**src/hdl/occc_pkg.sv**
```systemverilog
// ----------------------------------------------------------------------------
// occc_pkg
// Shared types and constants of the odd orbit capture classifier.
// ----------------------------------------------------------------------------
`default_nettype none

package occc_pkg;

   localparam int SEED_W        = 64;
   localparam int MAP_W         = 2;
   localparam int BUDGET_W      = 16;
   localparam int SUM_W         = 24;
   localparam int CID_W         = 2;
   localparam int CSR_INDEX_W   = 8;
   localparam int CSR_DATA_W    = 16;
   localparam int PEAK_LOW_W    = 64;
   localparam int PEAK_HIGH_W   = 36;
   localparam int PEAK_HIGH_LSB = 64;
   localparam int PEAK_EXT_W    = 128;
   localparam int TABLE_IDX_W   = 8;
   localparam int HALVE_STEP    = 8;
   localparam int SHIFT_W       = $clog2(HALVE_STEP + 1);

   localparam logic [CSR_INDEX_W-1:0] REG_MAP_SELECT  = 8'd0;
   localparam logic [CSR_INDEX_W-1:0] REG_STEP_BUDGET = 8'd1;

   localparam logic [MAP_W-1:0]    MAP_PLUS3    = 2'd0;
   localparam logic [MAP_W-1:0]    MAP_MINUS3   = 2'd1;
   localparam logic [BUDGET_W-1:0] BUDGET_RESET = 16'd512;

   localparam logic [CID_W-1:0] CID_NONE = 2'd0;
   localparam logic [CID_W-1:0] CID_ONE  = 2'd1;
   localparam logic [CID_W-1:0] CID_TWO  = 2'd2;
   localparam logic [CID_W-1:0] CID_THREE = 2'd3;

   typedef enum logic [1:0] {
      FATE_CAPTURED = 2'd0,
      FATE_ESCAPED  = 2'd1,
      FATE_BUDGET   = 2'd2
   } fate_type;

   typedef struct packed {
      logic               load;
      logic               look;
      logic               halve;
      logic               finish;
      fate_type           fate;
      logic [CID_W-1:0]   cid;
   } cmd_type;

   typedef struct packed {
      logic [CID_W-1:0]   cycle_id;
      logic               budget_out;
      logic               zero_minus;
      logic               escape;
      logic               halve_last;
      logic               out_free;
   } status_type;

   // cycle membership for values inside the table window
   function automatic logic [CID_W-1:0] cycle_lookup(input logic [MAP_W-1:0] sel,
                                                     input logic [TABLE_IDX_W-1:0] v);
      logic [CID_W-1:0] c;
      c = CID_NONE;
      case (sel)
         MAP_PLUS3: begin
            if (v == 8'd1) c = CID_ONE;
         end
         MAP_MINUS3: begin
            case (v)
               8'd1: c = CID_ONE;
               8'd5, 8'd7: c = CID_TWO;
               8'd17, 8'd25, 8'd37, 8'd55, 8'd41, 8'd61, 8'd91: c = CID_THREE;
               default: c = CID_NONE;
            endcase
         end
         default: begin
            case (v)
               8'd1, 8'd3: c = CID_ONE;
               8'd13, 8'd33, 8'd83: c = CID_TWO;
               8'd17, 8'd43, 8'd27: c = CID_THREE;
               default: c = CID_NONE;
            endcase
         end
      endcase
      return c;
   endfunction

endpackage

`default_nettype wire

```
**src/hdl/occc_channels.sv**
```systemverilog
// ----------------------------------------------------------------------------
// occc channels
// Valid/ready channels for seed words, result words and register writes.
// ----------------------------------------------------------------------------
`default_nettype none

interface occc_req_if;
   import occc_pkg::*;
   logic              valid;
   logic              ready;
   logic [SEED_W-1:0] seed;
   modport source (output valid, output seed, input ready);
   modport sink   (input valid, input seed, output ready);
endinterface

interface occc_rsp_if;
   import occc_pkg::*;
   logic                   valid;
   logic                   ready;
   logic [1:0]             fate;
   logic [CID_W-1:0]       cycle_id;
   logic [BUDGET_W-1:0]    step_count;
   logic [SUM_W-1:0]       halving_sum;
   logic [PEAK_LOW_W-1:0]  peak_low;
   logic [PEAK_HIGH_W-1:0] peak_high;
   modport source (output valid, output fate, output cycle_id, output step_count,
                   output halving_sum, output peak_low, output peak_high, input ready);
   modport sink   (input valid, input fate, input cycle_id, input step_count,
                   input halving_sum, input peak_low, input peak_high, output ready);
endinterface

interface occc_csr_if;
   import occc_pkg::*;
   logic                   valid;
   logic                   ready;
   logic [CSR_INDEX_W-1:0] index;
   logic [CSR_DATA_W-1:0]  data;
   modport source (output valid, output index, output data, input ready);
   modport sink   (input valid, input index, input data, output ready);
endinterface

`default_nettype wire

```
**src/hdl/occc_datapath.sv**
```systemverilog
// ----------------------------------------------------------------------------
// occc_datapath
// Orbit value, product, halving shifter, counters, peak, config and result.
// ----------------------------------------------------------------------------
`default_nettype none

module occc_datapath #(
   parameter int GUARD_BITS       = 100,
   parameter int CYCLE_TABLE_SIZE = 128
) (
   input  logic                          clock,
   input  logic                          reset,
   occc_csr_if.sink                      csr,
   input  logic [occc_pkg::SEED_W-1:0]   seed,
   input  occc_pkg::cmd_type             cmd,
   output occc_pkg::status_type          status,
   occc_rsp_if.source                    rsp
);
   import occc_pkg::*;

   localparam int VW = GUARD_BITS + 3;

   logic [MAP_W-1:0]       map_ff, map_in;
   logic [BUDGET_W-1:0]    budget_ff, budget_in;
   logic [GUARD_BITS-1:0]  x_ff, x_in;
   logic [GUARD_BITS-1:0]  peak_ff, peak_in;
   logic [VW-1:0]          prod_ff, prod_in;
   logic                   esc_ff, esc_in;
   logic [BUDGET_W-1:0]    k_ff, k_in;
   logic [SUM_W-1:0]       sum_ff, sum_in;

   logic                   rsp_valid_ff, rsp_valid_in;
   logic [1:0]             fate_ff;
   logic [CID_W-1:0]       cid_ff;
   logic [BUDGET_W-1:0]    kout_ff;
   logic [SUM_W-1:0]       sout_ff;
   logic [GUARD_BITS-1:0]  pout_ff;

   logic                   minus;
   logic [VW-1:0]          x_ext, shifted, prod_calc, prod_shift;
   logic [HALVE_STEP-1:0]  low_bits;
   logic [SHIFT_W-1:0]     tz, shift_amt;
   logic                   in_window;
   logic [PEAK_EXT_W-1:0]  peak_ext;

   assign csr.ready = 1'b1;

   always_comb begin
      map_in    = map_ff;
      budget_in = budget_ff;
      if (csr.valid) begin
         if (csr.index == REG_MAP_SELECT)  map_in    = csr.data[MAP_W-1:0];
         if (csr.index == REG_STEP_BUDGET) budget_in = csr.data[BUDGET_W-1:0];
      end
   end

   assign minus     = (map_ff == MAP_MINUS3);
   assign x_ext     = VW'(x_ff);
   assign shifted   = map_ff[1] ? (x_ext << 2) : (x_ext << 1);
   assign prod_calc = minus ? (shifted + x_ext - VW'(1)) : (shifted + x_ext + VW'(1));

   assign low_bits = prod_ff[HALVE_STEP-1:0];

   always_comb begin
      tz = '0;
      for (int i = HALVE_STEP - 1; i >= 0; i--) begin
         if (low_bits[i]) tz = SHIFT_W'(i);
      end
   end

   assign shift_amt  = (low_bits == '0) ? SHIFT_W'(HALVE_STEP) : tz;
   assign prod_shift = prod_ff >> shift_amt;

   assign in_window = (x_ff[GUARD_BITS-1:TABLE_IDX_W] == '0) &&
                      ({1'b0, x_ff[TABLE_IDX_W-1:0]} < (TABLE_IDX_W + 1)'(CYCLE_TABLE_SIZE));

   always_comb begin
      x_in    = x_ff;
      peak_in = peak_ff;
      prod_in = prod_ff;
      esc_in  = esc_ff;
      k_in    = k_ff;
      sum_in  = sum_ff;
      if (cmd.load) begin
         x_in    = GUARD_BITS'(seed);
         peak_in = GUARD_BITS'(seed);
         k_in    = '0;
         sum_in  = '0;
      end else if (cmd.look) begin
         if (x_ff > peak_ff) peak_in = x_ff;
         prod_in = prod_calc;
         esc_in  = (prod_calc[VW-1:GUARD_BITS] != '0);
      end else if (cmd.halve) begin
         prod_in = prod_shift;
         sum_in  = sum_ff + SUM_W'(shift_amt);
         if (low_bits != '0) begin
            x_in = prod_shift[GUARD_BITS-1:0];
            k_in = k_ff + BUDGET_W'(1);
         end
      end
   end

   assign rsp_valid_in = (cmd.finish && status.out_free) ? 1'b1 :
                         (rsp.ready ? 1'b0 : rsp_valid_ff);

   always_ff @(posedge clock) begin
      if (reset) begin
         map_ff       <= MAP_PLUS3;
         budget_ff    <= BUDGET_RESET;
         rsp_valid_ff <= 1'b0;
      end else begin
         map_ff       <= map_in;
         budget_ff    <= budget_in;
         rsp_valid_ff <= rsp_valid_in;
      end
   end

   always_ff @(posedge clock) begin
      x_ff    <= x_in;
      peak_ff <= peak_in;
      prod_ff <= prod_in;
      esc_ff  <= esc_in;
      k_ff    <= k_in;
      sum_ff  <= sum_in;
      if (cmd.finish && status.out_free) begin
         fate_ff <= cmd.fate;
         cid_ff  <= cmd.cid;
         kout_ff <= k_ff;
         sout_ff <= sum_ff;
         pout_ff <= peak_ff;
      end
   end

   always_comb begin
      status.cycle_id   = in_window ? cycle_lookup(map_ff, x_ff[TABLE_IDX_W-1:0]) : CID_NONE;
      status.budget_out = (k_ff >= budget_ff);
      status.zero_minus = minus && (x_ff == '0);
      status.escape     = esc_ff;
      status.halve_last = (low_bits != '0);
      status.out_free   = !rsp_valid_ff || rsp.ready;
   end

   assign peak_ext        = PEAK_EXT_W'(pout_ff);
   assign rsp.valid       = rsp_valid_ff;
   assign rsp.fate        = fate_ff;
   assign rsp.cycle_id    = cid_ff;
   assign rsp.step_count  = kout_ff;
   assign rsp.halving_sum = sout_ff;
   assign rsp.peak_low    = peak_ext[PEAK_LOW_W-1:0];
   assign rsp.peak_high   = peak_ext[PEAK_HIGH_LSB+PEAK_HIGH_W-1:PEAK_HIGH_LSB];

endmodule

`default_nettype wire

```
**src/hdl/occc_controller.sv**
```systemverilog
// ----------------------------------------------------------------------------
// occc_controller
// Sequencer: seed intake, cycle check, map step, halving passes, result.
// ----------------------------------------------------------------------------
`default_nettype none

module occc_controller (
   input  logic                  clock,
   input  logic                  reset,
   input  logic                  req_valid,
   output logic                  req_ready,
   input  occc_pkg::status_type  status,
   output occc_pkg::cmd_type     cmd
);
   import occc_pkg::*;

   typedef enum logic [3:0] {
      ST_IDLE   = 4'b0001,
      ST_LOOK   = 4'b0010,
      ST_HALVE  = 4'b0100,
      ST_FINISH = 4'b1000
   } state_type;

   state_type        state_ff, state_in;
   fate_type         fate_ff, fate_in;
   logic [CID_W-1:0] cid_ff, cid_in;

   assign req_ready = (state_ff == ST_IDLE);

   always_comb begin
      state_in   = state_ff;
      fate_in    = fate_ff;
      cid_in     = cid_ff;
      cmd        = '0;
      cmd.fate   = fate_ff;
      cmd.cid    = cid_ff;
      case (state_ff)
         ST_IDLE: begin
            if (req_valid) begin
               cmd.load = 1'b1;
               state_in = ST_LOOK;
            end
         end
         ST_LOOK: begin
            cmd.look = 1'b1;
            if (status.cycle_id != CID_NONE) begin
               fate_in  = FATE_CAPTURED;
               cid_in   = status.cycle_id;
               state_in = ST_FINISH;
            end else if (status.budget_out) begin
               fate_in  = FATE_BUDGET;
               cid_in   = CID_NONE;
               state_in = ST_FINISH;
            end else if (status.zero_minus) begin
               fate_in  = FATE_ESCAPED;
               cid_in   = CID_NONE;
               state_in = ST_FINISH;
            end else begin
               state_in = ST_HALVE;
            end
         end
         ST_HALVE: begin
            if (status.escape) begin
               fate_in  = FATE_ESCAPED;
               cid_in   = CID_NONE;
               state_in = ST_FINISH;
            end else begin
               cmd.halve = 1'b1;
               if (status.halve_last) state_in = ST_LOOK;
            end
         end
         ST_FINISH: begin
            cmd.finish = 1'b1;
            if (status.out_free) state_in = ST_IDLE;
         end
         default: begin
            state_in = ST_IDLE;
         end
      endcase
   end

   always_ff @(posedge clock) begin
      if (reset) begin
         state_ff <= ST_IDLE;
      end else begin
         state_ff <= state_in;
      end
   end

   always_ff @(posedge clock) begin
      fate_ff <= fate_in;
      cid_ff  <= cid_in;
   end

endmodule

`default_nettype wire

```
**src/hdl/odd_orbit_capture_classifier.sv**
```systemverilog
// ----------------------------------------------------------------------------
// odd_orbit_capture_classifier
// Iterates an accelerated 3x+1, 3x-1 or 5x+1 map on one odd seed and reports
// capture by a known cycle, escape past the guard width, or budget exhaustion.
// ----------------------------------------------------------------------------
// Per map step the controller runs a check/product state (LOOK) and then
//   halving passes (HALVE) through the single shared shifter; a zero orbit
//   value under 3x-1 is also reported as an escape.
// Throughput: one seed at a time; the next is taken once the result is staged.
// Reset: map_select 0, step_budget 512, no result pending.
`default_nettype none

module odd_orbit_capture_classifier #(
   parameter int GUARD_BITS       = 100,
   parameter int CYCLE_TABLE_SIZE = 128
) (
   input logic        clock,
   input logic        reset,
   occc_req_if.sink   req_ch,
   occc_rsp_if.source rsp_ch,
   occc_csr_if.sink   csr_ch
);
   import occc_pkg::*;

   cmd_type    cmd;
   status_type status;
   logic       req_ready;

   assign req_ch.ready = req_ready;

   occc_controller u_ctrl (
      .clock     (clock),
      .reset     (reset),
      .req_valid (req_ch.valid),
      .req_ready (req_ready),
      .status    (status),
      .cmd       (cmd)
   );

   occc_datapath #(
      .GUARD_BITS       (GUARD_BITS),
      .CYCLE_TABLE_SIZE (CYCLE_TABLE_SIZE)
   ) u_dp (
      .clock  (clock),
      .reset  (reset),
      .csr    (csr_ch),
      .seed   (req_ch.seed),
      .cmd    (cmd),
      .status (status),
      .rsp    (rsp_ch)
   );

endmodule

`default_nettype wire

```
**src/flat_wrapper.sv**
```systemverilog
// flat-port wrapper written by rule: the top's interface ports become plain ports
module odd_orbit_capture_classifier_flat import occc_pkg::*;
#(
   parameter int GUARD_BITS       = 100,
   parameter int CYCLE_TABLE_SIZE = 128
)
  (clock, reset, req_ch_valid, req_ch_seed, req_ch_ready, rsp_ch_valid, rsp_ch_fate, rsp_ch_cycle_id, rsp_ch_step_count, rsp_ch_halving_sum, rsp_ch_peak_low, rsp_ch_peak_high, rsp_ch_ready, csr_ch_valid, csr_ch_index, csr_ch_data, csr_ch_ready);
  occc_req_if req_ch_i ();
  occc_rsp_if rsp_ch_i ();
  occc_csr_if csr_ch_i ();
  input logic clock;
  input logic reset;
  input wire logic [$bits(req_ch_i.valid)-1:0] req_ch_valid;
  input wire logic [$bits(req_ch_i.seed)-1:0] req_ch_seed;
  output wire logic [$bits(req_ch_i.ready)-1:0] req_ch_ready;
  output wire logic [$bits(rsp_ch_i.valid)-1:0] rsp_ch_valid;
  output wire logic [$bits(rsp_ch_i.fate)-1:0] rsp_ch_fate;
  output wire logic [$bits(rsp_ch_i.cycle_id)-1:0] rsp_ch_cycle_id;
  output wire logic [$bits(rsp_ch_i.step_count)-1:0] rsp_ch_step_count;
  output wire logic [$bits(rsp_ch_i.halving_sum)-1:0] rsp_ch_halving_sum;
  output wire logic [$bits(rsp_ch_i.peak_low)-1:0] rsp_ch_peak_low;
  output wire logic [$bits(rsp_ch_i.peak_high)-1:0] rsp_ch_peak_high;
  input wire logic [$bits(rsp_ch_i.ready)-1:0] rsp_ch_ready;
  input wire logic [$bits(csr_ch_i.valid)-1:0] csr_ch_valid;
  input wire logic [$bits(csr_ch_i.index)-1:0] csr_ch_index;
  input wire logic [$bits(csr_ch_i.data)-1:0] csr_ch_data;
  output wire logic [$bits(csr_ch_i.ready)-1:0] csr_ch_ready;
  assign req_ch_i.valid = req_ch_valid;
  assign req_ch_i.seed = req_ch_seed;
  assign req_ch_ready = req_ch_i.ready;
  assign rsp_ch_valid = rsp_ch_i.valid;
  assign rsp_ch_fate = rsp_ch_i.fate;
  assign rsp_ch_cycle_id = rsp_ch_i.cycle_id;
  assign rsp_ch_step_count = rsp_ch_i.step_count;
  assign rsp_ch_halving_sum = rsp_ch_i.halving_sum;
  assign rsp_ch_peak_low = rsp_ch_i.peak_low;
  assign rsp_ch_peak_high = rsp_ch_i.peak_high;
  assign rsp_ch_i.ready = rsp_ch_ready;
  assign csr_ch_i.valid = csr_ch_valid;
  assign csr_ch_i.index = csr_ch_index;
  assign csr_ch_i.data = csr_ch_data;
  assign csr_ch_ready = csr_ch_i.ready;
  odd_orbit_capture_classifier #(.GUARD_BITS(GUARD_BITS), .CYCLE_TABLE_SIZE(CYCLE_TABLE_SIZE)) u_core (.clock(clock), .reset(reset), .req_ch(req_ch_i), .rsp_ch(rsp_ch_i), .csr_ch(csr_ch_i));
endmodule
```
**config.mk**
```make
export PLATFORM = sky130hd
export DESIGN_NAME = odd_orbit_capture_classifier_flat
export DESIGN_NICKNAME = d
export VERILOG_FILES = /design/src/hdl/occc_pkg.sv /design/src/hdl/occc_channels.sv /design/src/hdl/occc_datapath.sv /design/src/hdl/occc_controller.sv /design/src/hdl/odd_orbit_capture_classifier.sv /design/src/flat_wrapper.sv
export SDC_FILE = /design/constraint.sdc
export NUM_CORES = 2
export LEC_CHECK = 0
export BUFFER_PORTS_ARGS = -buffer_cell sky130_fd_sc_hd__buf_2
export CAP_MARGIN = 15
export CORE_MARGIN = 3
export CORE_UTILIZATION = 44
export DETAILED_ROUTE_END_ITERATION = 6
export PLACE_DENSITY = 0.61
export SKIP_CTS_REPAIR_TIMING = 1
export SLEW_MARGIN = 20
export SYNTH_ARGS = -nofsm -noshare
export SYNTH_HDL_FRONTEND = slang
export SYNTH_SLANG_ARGS = --single-unit
```
**constraint.sdc**
```tcl
create_clock -name clock -period 9.8 [get_ports clock]
set_input_delay 0.49 -clock clock [delete_from_list [all_inputs] [get_ports clock]]
set_output_delay 0.49 -clock clock [all_outputs]
set_load 0.01 [all_outputs]
```
# Word level (Yosys, flattened, before mapping)
# Cells that the tools add are included.
dict set report word_totals {
  reg_bits 515
  out_inout_bits 147
}
dict set report op_classes {
  addsub 5
  n_lt_le_gt_ge 3
  eq_ne 28
  shifts 1
  mux 51
  bitwise_logic 2
  n_reduce_logical 36
}
# op n
set op_table {}
lappend op_table {{64-bit two-way mux} 7}
lappend op_table {{103-bit two-way mux} 3}
lappend op_table {{102-bit by 100-bit adder with 103-bit output} 1}
lappend op_table {{103-bit by 1-bit adder with 103-bit output, second input constant} 1}
lappend op_table {{103-bit by 4-bit right shift with 103-bit output} 1}
lappend op_table {{103-bit by 1-bit subtractor with 103-bit output, second input constant} 1}
lappend op_table {{102-bit two-way mux} 1}
lappend op_table {{100-bit greater-than comparator} 1}
lappend op_table {{100-bit zero test} 1}
lappend op_table {{92-bit zero test} 1}
lappend op_table {{4-bit two-way mux} 15}
lappend op_table {{8-bit by 6-bit equality test with 1-bit output, second input constant} 6}
lappend op_table {{24-bit by 4-bit adder with 24-bit output} 1}
lappend op_table {{8-bit by 5-bit equality test with 1-bit output, second input constant} 3}
lappend op_table {{2-bit two-way mux} 9}
lappend op_table {{16-bit by 1-bit adder with 16-bit output, second input constant} 1}
lappend op_table {{8-bit by 1-bit equality test with 1-bit output, second input constant} 2}
lappend op_table {{8-bit by 3-bit equality test with 1-bit output, second input constant} 2}
lappend op_table {{8-bit by 7-bit equality test with 1-bit output, second input constant} 2}
lappend op_table {{16-bit greater-or-equal comparator} 1}
lappend op_table {{8-bit zero test} 2}
lappend op_table {{4-bit case mux with 4 select lines} 1}
lappend op_table {{2-bit nonzero test} 8}
lappend op_table {{2-bit AND reduction} 7}
lappend op_table {{other kinds (27)} 48}

# Logic depth before layout (Yosys ltp)
dict set report logic_depth {
  word_depth 14
  ltp_mapped 33
}

# By module
# Synthesis repeated with hierarchy kept, for this count alone.
dict set report unflattened {
  hier_cells 4601
  hier_area_um2 40163.5
}
# module n_inst cells_each area_each_um2 seq_area_each_um2
set modules_own_cells {}
lappend modules_own_cells {occc_datapath 1 4562 39743.1 13913.3}
lappend modules_own_cells {occc_controller 1 39 420.4 200.2}

# Worst setup path after synthesis
# No wires, ideal clock.
dict set report synth_path {
  path_type {reg2reg}
  from {reg u_core.u_ctrl.state_ff[0]}
  to {reg u_core.u_dp.pout_ff[0] (enable)}
  arrival_ps 7323
  path_slack_ps 1811
  stages_incl_launch_ff 3
  path_buffers 0
  synth_period_minus_slack_ps 7989
  cell_sequence {dfxtp_1 -> or4b_2 -> nor2b_1}
}
dict set report synth_between {
  elab_chain_len 3
}
# element line_no
set synth_lines {}
lappend synth_lines {{start: declaration} occc_controller.sv:24} ;# state_type state_ff, state_in;
lappend synth_lines {{start signal: assignment} occc_controller.sv:86} ;# state_ff <= state_in;
lappend synth_lines {{4-bit equality test} occc_controller.sv:37} ;# case (state_ff)
lappend synth_lines {{1-bit two-way mux} occc_controller.sv:37}
lappend synth_lines {{1-bit logical AND} occc_datapath.sv:125} ;# if (cmd.finish && status.out_free) begin
lappend synth_lines {{end signal: assignment} occc_datapath.sv:130} ;# pout_ff <= peak_ff;
lappend synth_lines {{end: declaration} occc_datapath.sv:37} ;# logic [GUARD_BITS-1:0] pout_ff;
# No other way between the ends.
# A chain may end at the register's enable or synchronous reset.

# Final worst setup path
dict set report layout_path {
  from {reg u_core.u_dp.map_ff[1]}
  to {reg u_core.u_dp.prod_ff[101], data pin}
}
dict set report layout_between {
  elab_chain_len 5
  word_cells_on_any_way 7
}
# element line_no
set layout_lines {}
lappend layout_lines {{start: declaration} occc_datapath.sv:23} ;# logic [MAP_W-1:0] map_ff, map_in;
lappend layout_lines {{start signal: assignment} occc_datapath.sv:112} ;# map_ff <= map_in;
lappend layout_lines {{102-bit two-way mux} occc_datapath.sv:59} ;# assign shifted = map_ff[1] ? (x_ext << 2) : (x_ext << 1);
lappend layout_lines {{102-bit by 100-bit adder with 103-bit output} occc_datapath.sv:60} ;# assign prod_calc = minus ? (shifted + x_ext - VW'(1)) : (shifted + x_ext + VW'(1));
lappend layout_lines {{103-bit by 1-bit adder with 103-bit output / 103-bit by 1-bit subtractor with 103-bit output (equally long branches)} occc_datapath.sv:60}
lappend layout_lines {{103-bit two-way mux (*)} occc_datapath.sv:60}
lappend layout_lines {{103-bit two-way mux (*)} occc_datapath.sv:89} ;# end else if (cmd.look) begin
lappend layout_lines {{end signal: assignment} occc_datapath.sv:121} ;# prod_ff <= prod_in;
lappend layout_lines {{end: declaration} occc_datapath.sv:27} ;# logic [VW-1:0] prod_ff, prod_in;
# Every way passes the cells marked *; elsewhere a longest branch is shown, timed or not.

==> results.toml <==
[outcome]
status = "finished clean"

[synth]
synth_area_sq_um = 39470
yosysSeqAreaShare_pct = 35.75
synth-async-reset-ratio_pct = 0
yosys_register_bits = 515
avgSynthCellArea_sq_um = 8.704
ys.warnings.count = 0
synth_ff_type = "edfxtp_1"
ys_types = 88
netlist_instances = 4535
synth_edf_count = 380
synthesis.nets = 4952

[cts]
cts_tree = "yes"
clk_pin_slew_ps = 60
h-tree-depth = 2
insertion_delay_ps = 670
cts_root_buf = "clkbuf_16"
clkSinkCount = 515
cts_buffer_depth = 3
cts_buffers = 60

[route]
via_count = 34314
via_per_inst = 5.872
wl_mm = 124.1
drtAntennaViolNets = 0
drc = 0
wl_per_cell_um = 21.24
drt_iter0_drc = 2938
drt_pass1_iterations = 6

[grt]
grt_pass1_wl_mm = 191.5
antenna_found_initial = 2
grt_overflow = 0
grt_pass1_vias = 32773
track_usage_pct = 25.67
grt_max_degree = 115

[worst_setup_path]
start_kind = "register"
r2r_end = "u_core.u_dp.prod_ff[101]$_DFFE_PP_"
worstSetupEndpoint = "u_core.u_dp.prod_ff[101]$_DFFE_PP_"
path_class = "register to register"
r2r-start = "u_core.u_dp.map_ff[1]$_SDFFE_PP0P_"
r2r_cells = 26
required_ps = 10300
crit_start = "u_core.u_dp.map_ff[1]$_SDFFE_PP0P_"
endpoint_kind = "register"
cp_data_arrival_time_ps = 8570
ff2ff_setup_slack_ps = 1740
worst-path-max-fanout = 45

[sta]
worst-slew-pin-transition_ps = 1115
rsz0062_at_grt = "no"
hold_viol = 0
slew_headroom_pct = 25.00
slew_viol_final = 0
setup_tns_ps = 0
max_freq_ghz = 0.1240
finalSetupViolations = 0
fin_skew_ps = 17.98
min_period_ps = 8064
fin_crit_sh_pct = 82.28
setup_ws_ps = 1736

[placed_design]
gp_congestion = 0.9441
dp_hpwl_mm = 95.98
dp_slack_ps = 1817
io_buffer_count = 238
dp.cells = 5732

[die]
initial_core_util_pct = 44.53
die_w_um = 305.5
die_area_sq_um = 93340
fp.dieH_um = 305.5
core_area_sq_um = 88650
num_rows = 109
ios = 240

[power]
power.share.clock_pct = 37.2
internal_power_mw = 4.283
power.switching_mw = 1.993
peakVddDrop_uv = 146.2
switching_share_pct = 31.76
cellPowerDensity_nw_per_um2 = 143.9
p_comb_share_pct = 22.5
p_total_mw = 6.277
p_seq_share_pct = 40.3
p_leak_nw = 19.58

[job]
cap_violations = 0

[final_layout]
synthToLayoutAreaGrowth_pct = 10.50
diodes = 0
final_cells = 5844
drive_gt1_share_pct = 11.35
fill_cells = 8619
nNetsFinal = 5046

[hold_path]
min_path_type = "input port to register"
per-stage QoR:
step | hold slack, ps | utilization [%] | instance area (sq um)
floorplan | 400.3 | - | 39470
global placement | 406.0 | 46.84 | 41530
detailed placement | 422.7 | 46.85 | 41530
CTS | 15.08 | 49.20 | 43610
global route | 55.05 | 49.20 | 43620
finish | 64.46 | 49.20 | 43620
cells by family (layout without fill, tap and decap cells):
| group | after synthesis | count (layout) | share of synthesized area [%] |
|---|---|---|---|
| AND/OR/NAND/NOR | 1454 | 1454 | 16.63 |
| AO/OA/AOI/OAI | 1224 | 1224 | 18.57 |
| buffers and inverters | 437 | 581 | 4.301 |
| multiplexers | 359 | 359 | 9.506 |
| XOR/XNOR | 221 | 221 | 4.903 |
| flip-flops | 515 | 515 | 35.75 |
| adder cells (fa/ha/maj) | 324 | 324 | 10.33 |
| other | 1 | 1 | 0.009500 |
synth_stat cells (7+ instances only):
cell type / n / area [sq um]
inv_1: 194 / 728.2
buf_1: 35 / 131.4
a31o_2: 7 / 61.31
or2_2: 8 / 50.05
clkbuf_1: 170 / 638.1
nor2b_1: 39 / 244.0
and2_1: 13 / 81.33
ha_1: 321 / 4016
nand2b_1: 31 / 193.9
nor4_1: 45 / 281.5
nor2_1: 260 / 975.9
mux2i_1: 259 / 2592
and4_1: 7 / 61.31
o21ai_0: 334 / 1672
o21bai_1: 44 / 330.3
dfxtp_1: 135 / 2703
or3_1: 15 / 93.84
nand4_1: 120 / 750.7
edfxtp_1: 380 / 11410
a21o_1: 159 / 1194
nand2_1: 737 / 2766
nand3_1: 92 / 460.4
or4_1: 9 / 67.56
o21a_1: 27 / 202.7
nor3_1: 37 / 185.2
a221oi_1: 7 / 61.31
xnor2_1: 123 / 1077
a21boi_0: 11 / 82.58
a211oi_1: 17 / 127.6
xor2_1: 98 / 858.3
o31ai_1: 14 / 105.1
o22ai_1: 7 / 43.79
a31oi_1: 54 / 337.8
o211ai_1: 21 / 157.7
buf_2: 30 / 150.1
and3_1: 22 / 137.6
mux2_2: 97 / 1092
a21oi_1: 452 / 2262
cell usage in the layout, fill, tap and decap left out, types with 37 or more instances in the layout:
master,netlist,routed
mux2i_1,259,259
nor2b_1,39,38
o21bai_1,44,43
nand3_1,92,92
mux2_2,97,97
xnor2_1,123,123
inv_1,194,193
nor3_1,37,37
clkbuf_16,0,62
a31oi_1,54,54
a21oi_1,452,452
dfxtp_1,135,134
nor4_1,45,42
ha_1,321,321
nor2_1,260,259
o21ai_0,334,333
nand2_1,737,731
xor2_1,98,98
a21o_1,159,159
edfxtp_1,380,380
buf_2,30,238
nand4_1,120,120
flip-flops by register name, indices dropped and copies added (netlist names), 24 cells and up:
name,cells
u_core.u_dp.rsp.halving_sum,24
u_core.u_dp.peak_ff,100
u_core.u_dp.pout_ff,100
u_core.u_dp.x_ff,100
u_core.u_dp.prod_ff,103
u_core.u_dp.sum_ff,24
area by class of cell:
cell class / count / area [sq um] / share of cell area, %
multi-input combinational: 3583 / 23760 / 54.48
sequential: 515 / 14120 / 32.37
clock buffer: 74 / 1627 / 3.729
timing repair buffer: 273 / 1458 / 3.342
tap: 1165 / 1458 / 3.342
inverter: 196 / 739.5 / 1.695
clock inverter: 38 / 455.4 / 1.044
how the worst min path moves through the flow:
stage / from / to / slack [ps] / depth (start not counted)
floorplan: u_core.u_ctrl.cid_ff[0]$_SDFFCE_PP0P_ / u_core.u_dp.rsp.cycle_id[0]$_DFFE_PP_ / 400 / 0
global placement: u_core.u_ctrl.cid_ff[1]$_SDFFCE_PP0P_ / u_core.u_dp.rsp.cycle_id[1]$_DFFE_PP_ / 410 / 0
detailed placement: u_core.u_ctrl.fate_ff[1]$_SDFFCE_PP0P_ / u_core.u_dp.rsp.fate[1]$_DFFE_PP_ / 420 / 0
CTS: csr_ch_data[4] / u_core.u_dp.budget_ff[4]$_SDFFE_PP0P_ / 20 / 3
global route: csr_ch_data[15] / u_core.u_dp.budget_ff[15]$_SDFFE_PP0P_ / 60 / 3
finish: csr_ch_data[4] / u_core.u_dp.budget_ff[4]$_SDFFE_PP0P_ / 60 / 3
power groups by stage:
| stage | clock [mW] | sequential (mW) | combinational, mW |
|---|---|---|---|
| after global routing | 2.48 | 2.54 | 1.56 |
| final | 2.34 | 2.53 | 1.41 |
| after floorplan | 0 | 2.52 | 1.04 |
| after global placement | 0 | 2.57 | 1.39 |
| after CTS | 2.40 | 2.53 | 1.40 |
| after detailed placement | 0 | 2.57 | 1.39 |
worst max-delay path, stage by stage (launching register included):
cell	delay, ps
dfxtp_4	700
buf_4	580
mux2_2	400
ha_1	380
and2_1	230
o21ai_0	100
a2111oi_0	720
nand3_1	150
a41o_1	300
nand2_1	90
or2_2	120
a21oi_1	100
o31ai_1	350
a21oi_1	130
xnor2_1	160
ha_1	480
nand4_2	210
nor4_4	330
nand4_2	180
nor4_4	350
a211oi_4	150
a22oi_4	240
a41oi_4	170
o41a_1	480
or3_1	370
a22o_1	200
o22ai_1	170
per-layer routing:
| metal | up-vias | global-route usage, % | share of wire (%) |
|---|---|---|---|
| li1 | 16671 | - | - |
| met1 | 16458 | 36.02 | 46 |
| met2 | 1025 | 42.03 | 46 |
| met3 | 156 | 3.291 | 5.6 |
| met4 | 4 | 6.402 | 2.4 |
| met5 | - | 0 | 0.022 |
No activity file was read; power rests on OpenSTA's default activity.
